<file path="config.mk">
export PLATFORM = sky130hd
export DESIGN_NAME = color_gradient_interpolator_unit
export DESIGN_NICKNAME = d
export VERILOG_FILES = /design/src/rtl/core/cgi_pkg.sv /design/src/rtl/core/color_gradient_interpolator_unit.sv /design/src/rtl/core/cgi_ram.sv /design/src/rtl/core/cgi_front.sv /design/src/rtl/core/cgi_queue.sv /design/src/rtl/core/cgi_back.sv
export SDC_FILE = /design/constraint.sdc
export NUM_CORES = 2
export LEC_CHECK = 0
export ABC_CLOCK_PERIOD_IN_PS = 8000
export BUFFER_PORTS_ARGS = -buffer_cell sky130_fd_sc_hd__buf_2
export CORE_ASPECT_RATIO = 2
export CORE_MARGIN = 5
export CORE_UTILIZATION = 59
export DETAILED_ROUTE_END_ITERATION = 6
export GPL_TIMING_DRIVEN = 0
export PLACE_DENSITY = 0.88
export RECOVER_POWER = 50
export SYNTH_ARGS = -nofsm -noshare
export SYNTH_HDL_FRONTEND = slang
export SYNTH_SLANG_ARGS = --single-unit
export TNS_END_PERCENT = 50
</file>
<file path="constraint.sdc">
create_clock -name aclk -period 8 [get_ports aclk]
set_input_delay 0.4 -clock aclk [delete_from_list [all_inputs] [get_ports aclk]]
set_output_delay 0.4 -clock aclk [all_outputs]
set_load 0.02 [all_outputs]
</file>
<file path="src/rtl/core/cgi_pkg.sv">
`timescale 1ns / 1ps
// Package for the colour gradient interpolator: sizes, codes, payload and command types.
// It also holds the channel blend function. It depends on nothing else.
package cgi_pkg;

    localparam int MAX_STOPS   = 16;
    localparam int STOP_ADDR_W = $clog2(MAX_STOPS);
    localparam int COUNT_W     = 5;
    localparam int POS_W       = 17;
    localparam int FRAC_W      = 16;
    localparam int RGBA_W      = 32;
    localparam int CH_W        = 8;
    localparam int LOC_W       = FRAC_W + STOP_ADDR_W;
    localparam int ACC_W       = CH_W + FRAC_W + 1;
    localparam int Q_DEPTH     = 4;
    localparam int Q_PTR_W     = $clog2(Q_DEPTH);
    localparam int Q_CNT_W     = $clog2(Q_DEPTH + 1);
    localparam int APB_ADDR_W  = 3;
    localparam int APB_DATA_W  = 32;
    localparam int REG_IDX_W   = APB_ADDR_W - 2;

    localparam logic [REG_IDX_W-1:0] REG_STOP_COUNT   = REG_IDX_W'(0);
    localparam logic [COUNT_W-1:0]   STOP_COUNT_RESET = COUNT_W'(2);
    localparam logic [COUNT_W-1:0]   STOP_COUNT_MIN   = COUNT_W'(2);
    localparam logic [COUNT_W-1:0]   STOP_COUNT_MAX   = COUNT_W'(MAX_STOPS);
    localparam logic [FRAC_W:0]      ONE_Q16          = (FRAC_W + 1)'(1) << FRAC_W;

    localparam logic OP_WRITE = 1'b0;
    localparam logic OP_EVAL  = 1'b1;

    typedef struct packed {
        logic              opcode;
        logic [3:0]        stop_index;
        logic [RGBA_W-1:0] stop_rgba;
        logic [POS_W-1:0]  position;
    } cgi_in_t;

    typedef struct packed {
        logic [CH_W-1:0] red;
        logic [CH_W-1:0] green;
        logic [CH_W-1:0] blue;
        logic [CH_W-1:0] alpha;
    } cgi_out_t;

    typedef struct packed {
        logic                   is_write;
        logic [STOP_ADDR_W-1:0] wr_addr;
        logic [RGBA_W-1:0]      rgba;
        logic [STOP_ADDR_W-1:0] rd_addr0;
        logic [STOP_ADDR_W-1:0] rd_addr1;
        logic [FRAC_W-1:0]      frac;
    } cgi_cmd_t;

    typedef struct packed {
        logic full;
        logic empty;
    } cgi_q_status_t;

    function automatic logic [CH_W-1:0] blend_channel(
        input logic [CH_W-1:0]   a,
        input logic [CH_W-1:0]   b,
        input logic [FRAC_W-1:0] frac
    );
        logic [FRAC_W:0]  wa;
        logic [ACC_W-1:0] pa;
        logic [ACC_W-1:0] pb;
        logic [ACC_W-1:0] acc;
        wa  = ONE_Q16 - {1'b0, frac};
        pa  = ACC_W'(a) * ACC_W'(wa);
        pb  = ACC_W'(b) * ACC_W'(frac);
        acc = pa + pb;
        return acc[FRAC_W +: CH_W];
    endfunction

endpackage

</file>
<file path="src/rtl/core/color_gradient_interpolator_unit.sv">
`timescale 1ns / 1ps
// Top level of the colour gradient interpolator: APB register, front end, queue, back end.
// Depends on cgi_pkg, cgi_front, cgi_queue and cgi_back.
// Throughput: one transaction per cycle while the queue is not full; the stop table and the
// blend stage are pipelined. An evaluate transaction passes through the queue, then the
// registered read of the stop table, then the registered blended result at the output.
// Reset: aresetn clears stop_count to 2 and empties the queue and pipeline; the stop table
// is not cleared and holds undefined data until written.
module color_gradient_interpolator_unit (
    input  logic                           aclk,
    input  logic                           aresetn,
    input  logic                           s_valid,
    output logic                           s_ready,
    input  cgi_pkg::cgi_in_t               s_payload,
    output logic                           m_valid,
    input  logic                           m_ready,
    output cgi_pkg::cgi_out_t              m_payload,
    input  logic                           psel,
    input  logic                           penable,
    input  logic                           pwrite,
    input  logic [cgi_pkg::APB_ADDR_W-1:0] paddr,
    input  logic [cgi_pkg::APB_DATA_W-1:0] pwdata,
    output logic [cgi_pkg::APB_DATA_W-1:0] prdata,
    output logic                           pready
);
    import cgi_pkg::*;

    logic [COUNT_W-1:0]   stop_count_reg, stop_count_next;
    logic [REG_IDX_W-1:0] reg_idx;
    logic                 cfg_write;
    logic                 q_push;
    logic                 q_pop;
    cgi_cmd_t             q_cmd_in;
    cgi_cmd_t             q_cmd_out;
    cgi_q_status_t        q_status;

    assign pready    = 1'b1;
    assign reg_idx   = paddr[APB_ADDR_W-1:2];
    assign cfg_write = psel && penable && pwrite && pready;

    always_comb begin
        stop_count_next = stop_count_reg;
        if (cfg_write && (reg_idx == REG_STOP_COUNT)) begin
            stop_count_next = pwdata[COUNT_W-1:0];
        end
    end

    always_ff @(posedge aclk) begin
        if (!aresetn) begin
            stop_count_reg <= STOP_COUNT_RESET;
        end else begin
            stop_count_reg <= stop_count_next;
        end
    end

    always_comb begin
        if (reg_idx == REG_STOP_COUNT) begin
            prdata = APB_DATA_W'(stop_count_reg);
        end else begin
            prdata = '0;
        end
    end

    cgi_front u_front (
        .s_valid    (s_valid),
        .s_ready    (s_ready),
        .s_payload  (s_payload),
        .stop_count (stop_count_reg),
        .q_status   (q_status),
        .push       (q_push),
        .cmd        (q_cmd_in)
    );

    cgi_queue u_queue (
        .aclk    (aclk),
        .aresetn (aresetn),
        .push    (q_push),
        .cmd_in  (q_cmd_in),
        .pop     (q_pop),
        .cmd_out (q_cmd_out),
        .status  (q_status)
    );

    cgi_back u_back (
        .aclk      (aclk),
        .aresetn   (aresetn),
        .cmd       (q_cmd_out),
        .q_status  (q_status),
        .pop       (q_pop),
        .m_valid   (m_valid),
        .m_ready   (m_ready),
        .m_payload (m_payload)
    );

    a_no_push_when_full: assert property (@(posedge aclk) disable iff (!aresetn)
        q_push |-> !q_status.full)
        else $error("Command pushed into a full queue.");

    a_eval_reaches_queue: assert property (@(posedge aclk) disable iff (!aresetn)
        (s_valid && s_ready && (s_payload.opcode == OP_EVAL)) |=> !q_status.empty)
        else $error("Accepted evaluate transaction did not reach the queue.");

    a_no_pop_when_empty: assert property (@(posedge aclk) disable iff (!aresetn)
        q_pop |-> !q_status.empty)
        else $error("Command popped from an empty queue.");

    a_idle_after_reset: assert property (@(posedge aclk)
        !aresetn |=> !m_valid)
        else $error("Result valid directly after reset.");

endmodule

</file>
<file path="src/rtl/core/cgi_ram.sv">
`timescale 1ns / 1ps
// Generic RAM with one write port and two registered read ports.
// It depends on nothing else.
module cgi_ram #(
    parameter int WIDTH = 32,
    parameter int DEPTH = 16
) (
    input  logic                     aclk,
    input  logic                     we,
    input  logic [$clog2(DEPTH)-1:0] waddr,
    input  logic [WIDTH-1:0]         wdata,
    input  logic                     re,
    input  logic [$clog2(DEPTH)-1:0] raddr0,
    input  logic [$clog2(DEPTH)-1:0] raddr1,
    output logic [WIDTH-1:0]         rdata0,
    output logic [WIDTH-1:0]         rdata1
);

    logic [WIDTH-1:0] mem_reg [DEPTH];
    logic [WIDTH-1:0] rdata0_reg;
    logic [WIDTH-1:0] rdata1_reg;

    always_ff @(posedge aclk) begin
        if (we) begin
            mem_reg[waddr] <= wdata;
        end
        if (re) begin
            rdata0_reg <= mem_reg[raddr0];
            rdata1_reg <= mem_reg[raddr1];
        end
    end

    assign rdata0 = rdata0_reg;
    assign rdata1 = rdata1_reg;

endmodule

</file>
<file path="src/rtl/core/cgi_front.sv">
`timescale 1ns / 1ps
// Front end: accepts input transactions, sorts stop writes from evaluations and works out
// the segment, the fraction and the stop addresses. Depends on cgi_pkg.
module cgi_front (
    input  logic                          s_valid,
    output logic                          s_ready,
    input  cgi_pkg::cgi_in_t              s_payload,
    input  logic [cgi_pkg::COUNT_W-1:0]   stop_count,
    input  cgi_pkg::cgi_q_status_t        q_status,
    output logic                          push,
    output cgi_pkg::cgi_cmd_t             cmd
);
    import cgi_pkg::*;

    logic [STOP_ADDR_W-1:0] last_idx;
    logic [LOC_W-1:0]       loc;
    logic [STOP_ADDR_W-1:0] seg;
    logic                   saturate;
    logic                   in_range;

    always_comb begin
        if (stop_count < STOP_COUNT_MIN) begin
            last_idx = STOP_ADDR_W'(STOP_COUNT_MIN - COUNT_W'(1));
        end else if (stop_count > STOP_COUNT_MAX) begin
            last_idx = STOP_ADDR_W'(STOP_COUNT_MAX - COUNT_W'(1));
        end else begin
            last_idx = STOP_ADDR_W'(stop_count - COUNT_W'(1));
        end
    end

    assign saturate = s_payload.position[FRAC_W];
    assign loc      = LOC_W'(s_payload.position[FRAC_W-1:0]) * LOC_W'(last_idx);
    assign seg      = loc[FRAC_W +: STOP_ADDR_W];
    assign in_range = 32'(s_payload.stop_index) < MAX_STOPS;

    always_comb begin
        cmd.is_write = (s_payload.opcode == OP_WRITE);
        cmd.wr_addr  = STOP_ADDR_W'(s_payload.stop_index);
        cmd.rgba     = s_payload.stop_rgba;
        if (saturate) begin
            cmd.rd_addr0 = last_idx;
            cmd.rd_addr1 = last_idx;
            cmd.frac     = '0;
        end else begin
            cmd.rd_addr0 = seg;
            cmd.rd_addr1 = seg + STOP_ADDR_W'(1);
            cmd.frac     = loc[FRAC_W-1:0];
        end
    end

    assign s_ready = !q_status.full;
    assign push    = s_valid && s_ready && ((s_payload.opcode == OP_EVAL) || in_range);

endmodule

</file>
<file path="src/rtl/core/cgi_queue.sv">
`timescale 1ns / 1ps
// Short command queue between the front end and the back end.
// Depends on cgi_pkg.
module cgi_queue (
    input  logic                   aclk,
    input  logic                   aresetn,
    input  logic                   push,
    input  cgi_pkg::cgi_cmd_t      cmd_in,
    input  logic                   pop,
    output cgi_pkg::cgi_cmd_t      cmd_out,
    output cgi_pkg::cgi_q_status_t status
);
    import cgi_pkg::*;

    cgi_cmd_t           entry_reg [Q_DEPTH];
    logic [Q_PTR_W-1:0] wr_ptr_reg, wr_ptr_next;
    logic [Q_PTR_W-1:0] rd_ptr_reg, rd_ptr_next;
    logic [Q_CNT_W-1:0] count_reg, count_next;

    always_comb begin
        wr_ptr_next = wr_ptr_reg;
        rd_ptr_next = rd_ptr_reg;
        count_next  = count_reg;
        if (push) begin
            wr_ptr_next = wr_ptr_reg + Q_PTR_W'(1);
        end
        if (pop) begin
            rd_ptr_next = rd_ptr_reg + Q_PTR_W'(1);
        end
        if (push && !pop) begin
            count_next = count_reg + Q_CNT_W'(1);
        end else if (pop && !push) begin
            count_next = count_reg - Q_CNT_W'(1);
        end
    end

    always_ff @(posedge aclk) begin
        if (!aresetn) begin
            wr_ptr_reg <= '0;
            rd_ptr_reg <= '0;
            count_reg  <= '0;
        end else begin
            wr_ptr_reg <= wr_ptr_next;
            rd_ptr_reg <= rd_ptr_next;
            count_reg  <= count_next;
        end
    end

    always_ff @(posedge aclk) begin
        if (push) begin
            entry_reg[wr_ptr_reg] <= cmd_in;
        end
    end

    assign cmd_out      = entry_reg[rd_ptr_reg];
    assign status.full  = (count_reg == Q_CNT_W'(Q_DEPTH));
    assign status.empty = (count_reg == '0);

endmodule

</file>
<file path="src/rtl/core/cgi_back.sv">
`timescale 1ns / 1ps
// Back end: carries out queued commands, writing stops to the table or reading two stops
// and blending them into a registered result. Depends on cgi_pkg and cgi_ram.
module cgi_back (
    input  logic                   aclk,
    input  logic                   aresetn,
    input  cgi_pkg::cgi_cmd_t      cmd,
    input  cgi_pkg::cgi_q_status_t q_status,
    output logic                   pop,
    output logic                   m_valid,
    input  logic                   m_ready,
    output cgi_pkg::cgi_out_t      m_payload
);
    import cgi_pkg::*;

    logic              a_valid_reg, a_valid_next;
    logic [FRAC_W-1:0] frac_reg;
    logic              m_valid_reg, m_valid_next;
    cgi_out_t          m_payload_reg;
    cgi_out_t          blend;
    logic              out_free;
    logic              pop_eval;
    logic [RGBA_W-1:0] c0;
    logic [RGBA_W-1:0] c1;

    assign out_free = !m_valid_reg || m_ready;
    assign pop      = !q_status.empty && (cmd.is_write || !a_valid_reg || out_free);
    assign pop_eval = pop && !cmd.is_write;

    cgi_ram #(
        .WIDTH (RGBA_W),
        .DEPTH (MAX_STOPS)
    ) u_stop_ram (
        .aclk   (aclk),
        .we     (pop && cmd.is_write),
        .waddr  (cmd.wr_addr),
        .wdata  (cmd.rgba),
        .re     (pop_eval),
        .raddr0 (cmd.rd_addr0),
        .raddr1 (cmd.rd_addr1),
        .rdata0 (c0),
        .rdata1 (c1)
    );

    always_comb begin
        blend.red   = blend_channel(c0[3*CH_W +: CH_W], c1[3*CH_W +: CH_W], frac_reg);
        blend.green = blend_channel(c0[2*CH_W +: CH_W], c1[2*CH_W +: CH_W], frac_reg);
        blend.blue  = blend_channel(c0[CH_W +: CH_W], c1[CH_W +: CH_W], frac_reg);
        blend.alpha = blend_channel(c0[0 +: CH_W], c1[0 +: CH_W], frac_reg);
    end

    always_comb begin
        if (pop_eval) begin
            a_valid_next = 1'b1;
        end else if (out_free) begin
            a_valid_next = 1'b0;
        end else begin
            a_valid_next = a_valid_reg;
        end
        if (a_valid_reg && out_free) begin
            m_valid_next = 1'b1;
        end else if (m_ready) begin
            m_valid_next = 1'b0;
        end else begin
            m_valid_next = m_valid_reg;
        end
    end

    always_ff @(posedge aclk) begin
        if (!aresetn) begin
            a_valid_reg <= 1'b0;
            m_valid_reg <= 1'b0;
        end else begin
            a_valid_reg <= a_valid_next;
            m_valid_reg <= m_valid_next;
        end
    end

    always_ff @(posedge aclk) begin
        if (pop_eval) begin
            frac_reg <= cmd.frac;
        end
        if (a_valid_reg && out_free) begin
            m_payload_reg <= blend;
        end
    end

    assign m_valid   = m_valid_reg;
    assign m_payload = m_payload_reg;

endmodule

</file>
==> summary.md <==
| Metric | Value |
|---|---|
| GR Util All Layers | 39.5% |
| Multi-input logic area | approximately 0.040 sq mm |
| Worst Reg2Reg Path Length in Cells | 30 |
| Async SR Flop Fraction | 0% |
| Final setup vio count | 2 |
| Setup CP Type | reg -> reg |
| Detail Placement HPWL | around 180,000 um |
| Hold Startpoint | aresetn |
| Post-Synth Simple-Gate Area | between 10% and 20% |
| Crit path max fanout | 5 |
| Htree depth | 3 |
| Root Buffer | clkbuf_16 |
| Total CTS buffers | 75 |
| Total grt overflow | 0 |
| Slowest stage delay, CP | 0.54 ns |
| Synth Area in Adders | 30.3% |
| R2R setup slack | -0.02 ns |
| Die ar. | 0.127 sq mm |
| Yosys cell types | 67 |
| Max Fclk | 125 MHz |
| Final wirelength | between 200,000 and 250,000 um |
| Worst Setup End Kind | flop |
| Core box area | 0.119 sq mm |
| Antenna Nets Post-Route | 0 |
| Drt wl/cell | 32.7 um |
| DIE WIDTH | between 200 and 300 um |
| Synth Area in XOR/XNOR | roughly 1.1% |
| Final Hold Viols | 0 |
| Status | finished with violations |
| Initial antenna violation count | 35 |
| Largest family of logic cells by synthesized area | adder cells |
| CP startpoint | u_back.frac_reg[0] |
| Post-synthesis mux area share | between 10 and 15% |
| Worst endpoint required time | 8.42 ns |
| Clock sinks | around 880 |
| RSZ-0062 raised after global routing | true |
| Top FF cell, synth | edfxtp_1 |
| Starting Density | 59.2% |
| Avg Inst Size Synth | 12.7 sq um |
| Startpoint type of the worst setup path | flop |
| First-pass GRT wire length | 354,000 um |
| Yosys warns | 0 |
| Register area | 0.0264 sq mm |
| Max reg flops | 512 |
| Clk_lat worst skew | slightly above 0.7 ns |
| Fin crit share | 100% |
| Worst clock skew | 0.0364 ns |
| R2R Path Start | u_back.frac_reg[0] |
| Final TNS setup | -0.0292 ns |
| Pre-antenna DRT Iters | 6 |
| CTS tree | yes |
| Synth Cell Area | 0.0705 sq mm |
| Relative slew slack | -147% |
| Slew @ Worst Pin | 3.71 ns |
| Final Util | 65.8% |
| Post-synthesis sequential area ratio | 37.4% |
| Vias/cell | about 6.5 |
| Max-cap violations | 14 |
| Port bufs | 105 |
| DRC errors left | 1 |
| CP arrival | 8.44 ns |
| GPL Wtd Cong | 1.07 |
| Hold Path Class | in -> reg |
| Maximum number of pins on one net before global-route repair | between 50 and 60 |
| Vias in the first global route | roughly 53k |
| Worst hold stages | 2 |
| Yosys reg bits | just under 900 |
| Max Slew Vio Count | 330 |
| Std cell rows | 179 |
| RR Endpoint | u_back.m_payload[7] |
| Share of layout cells above drive strength 1 | 13.7% |
| Setup ws final | -0.0197 ns |
| Number of synthesized flops with an enable pin | about 870 |
| Fillers | 8,275 |
| Via Count | 49.1k |
| Layout area overhead | 11.1% |
| Post-Synthesis Cells | between 5k and 6k |
| Buffers from clock root to sink, at most | 3 |
| Worst-path clk slew | 0.07 ns |
| Cell repeated most along the worst path | fa_1 |
| Slowest-stage cell, CP | fa_1 |
| Die Span Y | 499 um |
| Compound-Gate Fraction of Synth Area | 2.47% |
| Tmin final | 8.02 ns |
| DR iter-0 viols | 5,471 |
| # nets final | 7,174 |
| Critical Path End | u_back.m_payload[7] |
| IO Count | 163 |
| Failing checks | design-rule violations, max-capacitance violations, max-slew violations, negative setup slack |
[worst min-delay path by stage]
stage | slack (ns) | end
floorplan | 0.47 | u_back.m_valid
finish | 0.03 | u_queue.count_reg[2]
detailed placement | 0.54 | flop
global route | 0.04 | u_queue.wr_ptr_reg[1]
CTS | 0.004 | stop_count_reg[3]
global placement | 0.49 | u_queue.count_reg[2]
[cell families after synthesis]
kind of cell | after synthesis
other | 2
and+or+nand+nor | 1400
muxes | 387
adders and majority gates | 1181
DFF | 884
AOI/OAI and AO/OA | 266
xor gates and xnor gates | 83
buffers and inverters | 1348
[per-layer routing]
metal / vias up / share of wire [%] / global-route usage (%)
li1: 18900 / - / -
met1: 24500 / 26 / 36.8
met2: 3926 / 50 / 65.8
met3: 1684 / 9.2 / 10.9
met4: 28 / 15 / 41.1
met5: - / 0.072 / 0
[critical path: cells and delay by family, from the launching register on]
family / cells / cell delay (ns)
flip-flops: 1 / 0.46
AND/OR/NAND/NOR: 7 / 1.85
AO/OA/AOI/OAI: 4 / 0.70
buffers and inverters: 10 / 1.14
adder cells (fa/ha/maj): 8 / 3.43
XOR/XNOR: 1 / 0.15
[Yosys cell counts (3+ instances only)]
cell	number	area [sq um]
mux4_2	317	7140
inv_1	1026	3850
a2111oi_0	3	26.3
mux2i_1	70	701
xor2_1	22	193
o21a_1	11	82.6
ha_1	304	3800
a21oi_1	87	435
nand3_1	19	95.1
a31oi_1	3	18.8
nand2b_1	12	75.1
and2_1	554	3470
a21o_1	16	120
buf_4	32	240
o21ai_0	32	160
fa_1	877	17600
and3_1	9	56.3
buf_1	24	90.1
a21boi_0	3	22.5
clkbuf_1	230	863
nand2_1	575	2160
nor2b_1	101	632
nand4_1	7	43.8
nor3_1	27	135
nor2_1	65	244
xnor2_1	59	517
dfxtp_1	16	320
o21bai_1	3	22.5
buf_2	35	175
and4_1	7	61.3
a211oi_1	78	586
or2_2	3	18.8
o31ai_1	5	37.5
or3_1	6	37.5
nor4_1	5	31.3
edfxtp_1	868	26100
o211ai_1	3	22.5
[what timing repair did]
| item | 4_1_cts | 5_1_grt |
|---|---|---|
| endpoints found under the hold margin | 152 | 0 |
| hold buffers | 41 | 0 |
| gates resized for setup | 207 | 125 |
| endpoints found under the setup margin | 32 | 32 |
| pin swaps | 87 | 77 |
| buffers inserted | 53 | 20 |
[cell usage in the layout, fill, tap and decap left out, drive strengths merged, types with 19 or more instances in the layout]
cell type    netlist  layout
inv             1026    1033
fa               877     877
edfxtp           868     868
nand2            576     576
and2             554     554
clkbuf           230     381
mux4             317     317
ha               304     304
buf               92     228
nor2b            101     101
a21oi             87      87
a211oi            79      79
mux2i             70      70
nor2              65      65
xnor2             61      61
dlygate4sd3        0      41
o21ai             33      33
diode              0      29
clkinv             0      29
conb               2      28
nor3              27      27
xor2              22      22
nand3             19      19
[through the flow]
step                hold WS (ns)  cells  worst slack [ns]  area (sq um)
floorplan                  0.468   5577            0.0109         70600
global placement           0.492   7220             -3.63         73000
detailed placement         0.537   7249             -3.61         73700
CTS                      0.00397   7481            -0.208         78100
global route              0.0362   7500            -0.253         78200
finish                    0.0258   7525           -0.0197         78300
[area by class of cell]
type | instances | area share (%)
inverter | 1026 | 4.93
clock buffer | 85 | 2.47
antenna | 29 | 0.0927
tap | 1538 | 2.46
clock inverter | 53 | 0.815
timing repair buffer | 247 | 2.48
sequential | 884 | 33.7
buffer | 318 | 2.15
multi-input combinational | 3345 | 50.9
Power is left out: the tool's default activity adds up to more than one toggle a clock period on the data nets, which glitch-free logic cannot reach.
